===== src/rmf_pkg.sv =====
`default_nettype none

package rmf_pkg;

	localparam int SampleWidth = 16;

	typedef logic signed [SampleWidth-1:0] sample_t;

	// Values that every cell of the sorted row sees in the same cycle.
	typedef struct packed {
		logic    shift;    // an item is accepted this cycle
		sample_t vn;       // incoming sample
		sample_t vo;       // sample that leaves the window
		logic    low_del;  // leaving sample sorts at or below the incoming one
	} rmf_bcast_t;

endpackage

`default_nettype wire


===== src/rmf_cell.sv =====
`default_nettype none

// One slot of the sorted window. The row is kept in ascending order, with equal
// values ordered oldest first. On each item the oldest entry drops out, the
// incoming sample is placed after all entries that are not greater than it,
// and every cell between the two positions takes its neighbor's contents.
module rmf_cell import rmf_pkg::*; #(
	parameter int WINDOW = 20,
	parameter int INDEX = 0,
	localparam int AGE_W = $clog2(WINDOW)
) (
	input  wire              clk,
	input  wire              arst_n,
	input  rmf_bcast_t       bc,
	input  sample_t          left_val,
	input  logic [AGE_W-1:0] left_age,
	input  logic             left_gt,
	input  sample_t          right_val,
	input  logic [AGE_W-1:0] right_age,
	input  logic             right_gt,
	output sample_t          val,
	output logic [AGE_W-1:0] age,
	output logic             gt,
	output logic             del
);

	localparam logic [AGE_W-1:0] AgeMax   = AGE_W'(WINDOW - 1);
	localparam logic [AGE_W-1:0] AgeReset = AGE_W'(WINDOW - 1 - INDEX);
	localparam logic [AGE_W-1:0] AgeOne   = AGE_W'(1);

	sample_t          val_q;
	logic [AGE_W-1:0] age_q;
	sample_t          val_d;
	logic [AGE_W-1:0] age_d;
	logic             after_del;
	logic             at_or_after_del;
	logic             at_or_before_del;

	assign val = val_q;
	assign age = age_q;
	assign gt  = val_q > bc.vn;
	assign del = age_q == AgeMax;

	// Position of this cell relative to the leaving entry. Among equal values
	// the leaving entry is the oldest and therefore the first.
	assign after_del        = (val_q > bc.vo) || ((val_q == bc.vo) && !del);
	assign at_or_after_del  = after_del || del;
	assign at_or_before_del = !after_del;

	always_comb begin
		val_d = val_q;
		age_d = age_q + AgeOne;
		if (bc.low_del) begin
			// The gap opens below the insertion point: cells close it from the right.
			if (at_or_after_del && !right_gt) begin
				val_d = right_val;
				age_d = right_age + AgeOne;
			end else if (at_or_after_del && !gt) begin
				val_d = bc.vn;
				age_d = '0;
			end
		end else begin
			// The gap opens above the insertion point: cells close it from the left.
			if (at_or_before_del && left_gt) begin
				val_d = left_val;
				age_d = left_age + AgeOne;
			end else if (at_or_before_del && gt) begin
				val_d = bc.vn;
				age_d = '0;
			end
		end
	end

	always_ff @(posedge clk or negedge arst_n) begin
		if (!arst_n) begin
			val_q <= '0;
			age_q <= AgeReset;
		end else if (bc.shift) begin
			val_q <= val_d;
			age_q <= age_d;
		end
	end

endmodule

`default_nettype wire


===== src/sliding_window_median_filter.sv =====
`default_nettype none

// Running median filter over the last WINDOW signed 16-bit samples. It takes
// one item per clock cycle, and the median of the window that includes that
// item is on median_out, registered, in the cycle after the item is accepted. The
// rate is set by a row of WINDOW cells that hold the window in sorted order and
// all update in the same cycle: the oldest sample leaves, the new one is
// placed, and the entry at rank WINDOW/2 (the upper median for even WINDOW) is
// the result. The window trails the input, so the median lags the signal by
// WINDOW/2 samples, and after reset the window holds zeros that rank like real
// samples until WINDOW items have arrived. The input stalls only while a result
// is waiting and out_ready is low.
module sliding_window_median_filter import rmf_pkg::*; #(
	parameter int WINDOW = 20
) (
	input  wire                          clk,
	input  wire                          arst_n,
	input  wire                          in_valid,
	output logic                         in_ready,
	input  wire signed [SampleWidth-1:0] sample_in,
	output logic                         out_valid,
	input  wire                          out_ready,
	output logic signed [SampleWidth-1:0] median_out
);

	localparam int AGE_W = $clog2(WINDOW);
	localparam int MidCell = WINDOW / 2;

	rmf_bcast_t       bc;
	sample_t          vo;
	logic             accept;
	logic             out_valid_q;
	logic [WINDOW-1:0] del_vec;

	// Slot k+1 belongs to cell k; the two ends are fixed borders of the row.
	sample_t          row_val [WINDOW+2];
	logic [AGE_W-1:0] row_age [WINDOW+2];
	logic             row_gt  [WINDOW+2];

	assign row_val[0]        = '0;
	assign row_age[0]        = '0;
	assign row_gt[0]         = 1'b0;
	assign row_val[WINDOW+1] = '0;
	assign row_age[WINDOW+1] = '0;
	assign row_gt[WINDOW+1]  = 1'b1;

	assign in_ready = !out_valid_q || out_ready;
	assign accept   = in_valid && in_ready;

	// Exactly one cell holds the oldest sample; pick its value.
	always_comb begin
		vo = '0;
		for (int k = 0; k < WINDOW; k++) begin
			if (del_vec[k]) begin
				vo = vo | row_val[k+1];
			end
		end
	end

	always_comb begin
		bc.shift   = accept;
		bc.vn      = sample_in;
		bc.vo      = vo;
		bc.low_del = vo <= sample_in;
	end

	for (genvar k = 0; k < WINDOW; k++) begin : g_cell
		rmf_cell #(
			.WINDOW(WINDOW),
			.INDEX (k)
		) u_cell (
			.clk      (clk),
			.arst_n   (arst_n),
			.bc       (bc),
			.left_val (row_val[k]),
			.left_age (row_age[k]),
			.left_gt  (row_gt[k]),
			.right_val(row_val[k+2]),
			.right_age(row_age[k+2]),
			.right_gt (row_gt[k+2]),
			.val      (row_val[k+1]),
			.age      (row_age[k+1]),
			.gt       (row_gt[k+1]),
			.del      (del_vec[k])
		);
	end

	always_ff @(posedge clk or negedge arst_n) begin
		if (!arst_n) begin
			out_valid_q <= 1'b0;
		end else if (accept) begin
			out_valid_q <= 1'b1;
		end else if (out_ready) begin
			out_valid_q <= 1'b0;
		end
	end

	assign out_valid  = out_valid_q;
	assign median_out = row_val[MidCell+1];

	a_one_oldest: assert property (@(posedge clk) disable iff (!arst_n)
		$onehot(del_vec))
		else $error("window does not hold exactly one oldest entry");

	a_result_follows: assert property (@(posedge clk) disable iff (!arst_n)
		accept |=> out_valid)
		else $error("accepted item produced no result");

	a_hold_when_stalled: assert property (@(posedge clk) disable iff (!arst_n)
		(out_valid && !out_ready) |-> !in_ready)
		else $error("input taken while a result is stalled");

	for (genvar k = 0; k < WINDOW - 1; k++) begin : g_chk_order
		a_sorted: assert property (@(posedge clk) disable iff (!arst_n)
			row_val[k+1] <= row_val[k+2])
			else $error("cell row is out of order");
	end

endmodule

`default_nettype wire


===== config.mk =====
export PLATFORM = sky130hd
export DESIGN_NAME = sliding_window_median_filter
export DESIGN_NICKNAME = d
export VERILOG_FILES = /design/src/rmf_pkg.sv /design/src/rmf_cell.sv /design/src/sliding_window_median_filter.sv
export SDC_FILE = /design/constraint.sdc
export NUM_CORES = 2
export LEC_CHECK = 0
export BUFFER_PORTS_ARGS = -buffer_cell sky130_fd_sc_hd__buf_2
export CORE_MARGIN = 2
export CORE_UTILIZATION = 35
export DETAILED_ROUTE_END_ITERATION = 7
export HOLD_SLACK_MARGIN = 0.02
export PLACE_DENSITY_LB_ADDON = 0.12
export SYNTH_ARGS = -nofsm -noshare
export SYNTH_HDL_FRONTEND = slang
export SYNTH_SLANG_ARGS = --single-unit

===== constraint.sdc =====
create_clock -name clk -period 5.9 [get_ports clk]
set_input_delay 1.18 -clock clk [delete_from_list [all_inputs] [get_ports clk]]
set_output_delay 1.18 -clock clk [all_outputs]
set_load 0.01 [all_outputs]

======== Yosys cells after proc, flatten, opt, wreduce, memory -nomap -nowiden ========
Index checks and enable logic that the tools add are counted.
storage, ports and cells
  input bits .............................. 20
  output and inout bits ................... 18
  register bits after elaboration ......... 421
operators by class
  reductions and logical operators ........ 242
  order comparisons ....................... 41
  multiplexer cells ....................... 218
  equal/unequal tests ..................... 60
  add/sub/neg operators ................... 20
  bitwise operators ....................... 19
operators with widths
  cell                                           number
  2-to-1 mux 16 bit                              118
  greater-than comparator 16 bit                 40
  2-to-1 mux 5 bit                               98
  == test 16 bit                                 20
  OR 16 bit                                      19
  adder 5 x 1 -> 5 bit, second input constant    20
  == test 5 bit, second input constant           20
  logical AND 1 bit                              99
  logical NOT 1 bit                              61
  AND reduction 3 bit                            20
  != test 3 x 1 -> 1 bit, second input constant  19
  nonzero test 3 bit                             19
  logical OR 1 bit                               41
  less-or-equal comparator 16 bit                1
  nonzero test 2 bit                             2
  2-to-1 mux 1 bit                               2
  != test 2 x 1 -> 1 bit, second input constant  1

======== Logic depth before layout (Yosys ltp) ========
  depth in word-level cells ............... 48
  mapped depth ............................ 24

======== Hierarchy ========
Synthesis repeated with hierarchy kept, for this count alone.
unflattened totals
  cell total of the unflattened synthesis .. 6455
  area total of the unflattened synthesis .. 54322.1 µm²
modules (own cells, without submodules)
  module                            area each (µm²)  instances  cells each  seq. area each (µm²)
  rmf_cell (g_cell[10].u_cell ...)  2612.5           8          310         528.0
  rmf_cell (g_cell[0].u_cell ...)   2613.8           5          310         529.3
  rmf_cell (g_cell[11].u_cell ...)  2611.3           4          310         526.8
  rmf_cell (g_cell[4].u_cell)       2615.0           1          310         530.5
  rmf_cell (g_cell[19].u_cell)      2610.0           1          310         525.5
  rmf_cell (g_cell[18].u_cell)      2353.5           1          270         526.8
  sliding_window_median_filter      2329.7           1          295         25.0

======== Worst setup path before layout ========
OpenSTA, ideal clock, no wires.
  path type ............................... register to register
  from .................................... reg g_cell[9].u_cell.age_q[1]
  to ...................................... reg g_cell[13].u_cell.val_q[10]
  arrival ................................. 5.132 ns
  setup time .............................. 0.110 ns
  cell stages (with the launch flop) ...... 20
  setup slack ............................. 0.657 ns
  required time ........................... 5.790 ns
  period minus slack after synthesis ...... 5.243 ns
  path through ............................ dfstp_2 > ha_1 > nand2_1 > nor3_1 > clkbuf_1 > a22o_1 > a221oi_1 > and3_1 > and4b_1 > inv_1 > ha_1 > a21o_1 > a2111oi_4 > o211ai_2 > o31ai_4 > buf_4 > buf_6 > mux2_2 > clkbuf_1 > o41ai_1
between the ends
  cells in the longest elaborated chain, start to end .. 29
  elaborated cells between the ends (all ways) .. 39
  classes of those cells .................. order compare: 2; eq/ne: 3; mux: 14; bitwise: 10; reduce/logical: 10
ends and longest elaborated chain
  element                                                                                 RTL line                            source
  start, declared                                                                         rmf_cell.sv:32                      logic [AGE_W-1:0] age_q;
  start signal, assigned                                                                  rmf_cell.sv:77                      age_q <= AgeReset;
  start signal, assigned                                                                  rmf_cell.sv:80                      age_q <= age_d;
  == test 5 bit (*)                                                                       rmf_cell.sv:42                      assign del = age_q == AgeMax;
  2-to-1 mux 16 bit (*)                                                                   sliding_window_median_filter.sv:54  if (del_vec[k]) begin
  OR 16 bit                                                                               sliding_window_median_filter.sv:55  vo = vo | row_val[k+1];
  2-to-1 mux 16 bit (*)                                                                   sliding_window_median_filter.sv:54
  OR 16 bit                                                                               sliding_window_median_filter.sv:55
  2-to-1 mux 16 bit (*)                                                                   sliding_window_median_filter.sv:54
  OR 16 bit                                                                               sliding_window_median_filter.sv:55
  2-to-1 mux 16 bit (*)                                                                   sliding_window_median_filter.sv:54
  [... 7 more ...]                                                                        n/a
  2-to-1 mux 16 bit (*)                                                                   sliding_window_median_filter.sv:54
  OR 16 bit                                                                               sliding_window_median_filter.sv:55
  2-to-1 mux 16 bit (*)                                                                   sliding_window_median_filter.sv:54
  OR 16 bit                                                                               sliding_window_median_filter.sv:55
  2-to-1 mux 16 bit (*)                                                                   sliding_window_median_filter.sv:54
  OR 16 bit                                                                               sliding_window_median_filter.sv:55
  2-to-1 mux 16 bit (*)                                                                   sliding_window_median_filter.sv:54
  parallel branches: the longest is 7 deep, another holds greater-than comparator 16 bit  n/a
  end signal, assigned                                                                    rmf_cell.sv:79                      val_q <= val_d;
  end, declared                                                                           rmf_cell.sv:31                      sample_t val_q;
Mark *: on every way between the ends.
A chain may end at the register's enable or synchronous reset.

======== Worst setup path after layout ========
  from .................................... reg g_cell[10].u_cell.age_q[0]
  to ...................................... reg g_cell[13].u_cell.val_q[10]
between the ends
  cells in the longest elaborated chain, start to end .. 27
  elaborated cells between the ends (all ways) .. 37
  classes of those cells .................. order compare: 2; eq/ne: 3; mux: 13; bitwise: 9; reduce/logical: 10
ends and longest elaborated chain
  element                                                                                 RTL line
  start, declared                                                                         rmf_cell.sv:32
  start signal, assigned                                                                  rmf_cell.sv:77
  start signal, assigned                                                                  rmf_cell.sv:80
  == test 5 bit (*)                                                                       rmf_cell.sv:42
  2-to-1 mux 16 bit (*)                                                                   sliding_window_median_filter.sv:54
  OR 16 bit                                                                               sliding_window_median_filter.sv:55
  2-to-1 mux 16 bit (*)                                                                   sliding_window_median_filter.sv:54
  OR 16 bit                                                                               sliding_window_median_filter.sv:55
  2-to-1 mux 16 bit (*)                                                                   sliding_window_median_filter.sv:54
  OR 16 bit                                                                               sliding_window_median_filter.sv:55
  2-to-1 mux 16 bit (*)                                                                   sliding_window_median_filter.sv:54
  [... 5 more ...]                                                                        n/a
  2-to-1 mux 16 bit (*)                                                                   sliding_window_median_filter.sv:54
  OR 16 bit                                                                               sliding_window_median_filter.sv:55
  2-to-1 mux 16 bit (*)                                                                   sliding_window_median_filter.sv:54
  OR 16 bit                                                                               sliding_window_median_filter.sv:55
  2-to-1 mux 16 bit (*)                                                                   sliding_window_median_filter.sv:54
  OR 16 bit                                                                               sliding_window_median_filter.sv:55
  2-to-1 mux 16 bit (*)                                                                   sliding_window_median_filter.sv:54
  parallel branches: the longest is 7 deep, another holds greater-than comparator 16 bit  n/a
Marks and branches as above.

==> impl_results.md <==
- Run status: complete, no violations
- Clock Skew: 0.0294 ns
- Synth warn: 0
- Crit-path most repeated cell: buf_12
- Routed Antenna Nets: 0
- CTS HTree Levels: 2
- Final Hold Fails: 0
- Clk Latency, worst-skew pair: 0.69 ns
- CTS clk-pin slew, worst paths: 0.06 ns
- Worst Path Max Fanout: 32
- CTS hold repair buffers: 0
- Synth area leader: dfrtp_1
- GP Congestion: 1.03
- First-pass GRT wire length: 335000 um
- Clock tree buffer depth: 3
- Syn Std Cell Area: 42400 sq um
- CTS tree: built
- Post-layout util: 41.1%
- MaxCap Viol Count: 0
- CP Capture Type: register
- Critical Path AT: 6.40 ns
- Root Driver: clkbuf_16
- GRT overflow: 0
- Worst setup margin: 0.0552 ns
- Initial Util: 35.3%
- Initial antenna violation count: 20
- Initial drt markers: 5564
- Fraction of the cycle the final worst path needs: 99.1%
- Synth-to-layout area growth: 16.4%
- Detail Placement HPWL: 178000 um
- DP Worst Slack: -0.224 ns
- Actual slew at the worst max-slew pin: 1.13 ns
- Vias in the first global route: 41681
- RSZ-0062 raised after global routing: false
- Slew headroom: 24.0%
- Syn Nets: 5510
- Core ar.: 120000 sq um
- Via density: 6.70
- Slowest CP cell: or4_1
- Setup crit start kind: register
- Yosys top cell area share: 22.5%
- Post-synth EDFFs: 0
- CP peak stage delay: 0.68 ns
- Total CTS buffers: 58
- Inst Count DP: 6579
- IO Count: 38
- Die area: 124000 sq um
- Sequential share of the synthesized area: 25.0%
- Unique masters post-synth: 105
- DRC Markers: 0
- Crit-path cells: ha_1 -> nor4bb_4 -> buf_12 -> a22o_1 -> a221o_1 -> and4b_2 -> buf_12 -> ha_1 -> nand4_1 -> or4_1 -> nand2_1 -> mux2i_1 -> buf_4 -> a22o_1 -> mux2_2 -> buf_12 -> o41ai_1
- Largest net degree at the start of global routing: 124
- Post-layout min period: 5.84 ns
- # rows: 127
- Clock Sinks: 421
- Synth Register Bits: 421
- Vias post-DR: 44892
- Hold crit path type: register to register
- Final wirelength: 242000 um
- Prevailing post-synth register cell: dfrtp_1
- Final max-slew violation count: 0
- Synth area leaders: dfrtp_1 22%, ha_1 20%, mux2i_1 4.0%
- WL per Instance: 36.2 um
- WP data required: 6.46 ns
- Final Setup Violations: 0
- First-pass iteration count of the detailed router: 6
- Port Buffer Count: 37
- Peak Freq: 171 MHz
- Kind of critical path: register to register
- Non-filler cells, final: 6700
- Die W: 352 um
- Ys async rst share: 100%
- # fillers: 12074
- Die Ht: 352 um
- Crit-path leading delay family: simple AND/OR/NAND/NOR gates
- Share of cells above drive strength 1: 15.3%
- Final net count: 5726
- All-Layer GR Usage: 37.7%
- Worst Path Buf+Inv: 4
- Avg Cell Area, Syn: 8.81 sq um
- Post-Synthesis Cells: 4814
## worst min-delay path, cell delays in order, from the launching register on
cell     delay [ns]
dfstp_2        0.37
nor2_1         0.09
a31oi_1        0.04
## area by class of cell
class / count / area [sq um] / area share (%)
well taps: 1612 / 2020 / 4.09
clock inverters: 24 / 283 / 0.573
repair buffers: 419 / 3810 / 7.71
multi-input cells: 3857 / 29900 / 60.5
flip-flops and latches: 421 / 10600 / 21.4
clock buffers: 84 / 1730 / 3.51
diodes: 10 / 25.0 / 0.0507
inverters: 273 / 1020 / 2.08
## layout by cell type, fill, tap and decap left out, drive strengths merged, types with 132 or more instances in the layout
master / Yosys / layout
o22ai: 132 / 132
a21oi: 286 / 286
nand3: 154 / 154
dfrtp: 381 / 381
mux2i: 170 / 170
nand4: 133 / 133
nand2: 264 / 264
inv: 273 / 268
ha: 676 / 676
o21ai: 327 / 327
buf: 88 / 419
nor2: 252 / 252
## per-stage QoR
step | hold slack (ns) | area, sq um | setup TNS [ns]
after detailed placement | 0.502 | 47200 | -4.83
after global routing | 0.531 | 49300 | 0
after floorplan | 0.473 | 42400 | 0
after global placement | 0.501 | 47200 | -3.26
final | 0.513 | 49400 | 0
after CTS | 0.511 | 49300 | 0
## sequential cells by signal, summed over array words and instances (netlist names)
register           count
g_cell.u_cell.age    100
g_cell.u_cell.val    320
out_valid              1
## kinds of logic after synthesis
kind of cell | Yosys count | synth area share (%)
AOI/OAI and AO/OA | 1729 | 28.8
xor gates and xnor gates | 67 | 1.38
adders and majority gates | 676 | 19.9
buffers and inverters | 537 | 5.19
DFF | 421 | 25.0
muxes | 245 | 6.10
and+or+nand+nor | 1139 | 13.7
## what timing repair did
item | CTS | global route
pin swaps | 0 | 2
setup endpoints to repair | 71 | 306
gates cloned | 0 | 1
buffers inserted | 0 | 2
gates resized for setup | 2 | 16
## worst paths after layout
| kind | cells after the start | slack (ns) | to | start |
|---|---|---|---|---|
| max | 17 | 0.06 | g_cell[13].u_cell.val[10]$_DFFE_PN0P_ | g_cell[10].u_cell.age[0]$_DFFE_PN1P_ |
| min | 2 | 0.51 | g_cell[4].u_cell.age[1]$_DFFE_PN1P_ | g_cell[4].u_cell.age[1]$_DFFE_PN1P_ |
| max reg2reg | 17 | 0.06 | g_cell[13].u_cell.val[10]$_DFFE_PN0P_ | g_cell[10].u_cell.age[0]$_DFFE_PN1P_ |
| min reg2reg | 2 | 0.51 | g_cell[4].u_cell.age[1]$_DFFE_PN1P_ | g_cell[4].u_cell.age[1]$_DFFE_PN1P_ |
| max in group asynchronous | 2 | 4.02 | g_cell[18].u_cell.age[4]$_DFFE_PN0P_ | arst_n |
| min in group asynchronous | 1 | 0.56 | g_cell[9].u_cell.age[0]$_DFFE_PN0P_ | arst_n |
## synth_stat cells (33+ instances only)
library cell,count
xnor2_1,34
a211oi_1,35
mux2i_1,170
inv_1,273
xor2_1,33
a21oi_1,281
a22oi_1,72
o22a_1,121
o41ai_1,62
dfstp_2,40
clkbuf_1,176
nor2_1,246
o22ai_1,130
nand3_1,149
o221ai_1,70
mux2_2,63
dfrtp_1,381
a21o_1,86
nand2_1,261
o21a_1,33
nor3_1,89
a22o_1,47
o211ai_1,37
a31oi_1,49
ha_1,676
nor2b_1,49
o21ai_0,322
nand4_1,133
a221oi_1,116
buf_2,59
o31ai_1,88
## routing by layer
| metal | track usage, % | vias to the layer above | part of all wire, % |
|---|---|---|---|
| met1 | 49.2 | 22288 | 41 |
| met2 | 56.3 | 2587 | 42 |
| met4 | 21.2 | 18 | 6.7 |
| met5 | 0 | - | 0.050 |
| li1 | - | 19299 | - |
| met3 | 9.56 | 700 | 10 |
Power is left out: the tool's default activity adds up to more than one toggle a clock period on the data nets, which glitch-free logic cannot reach.
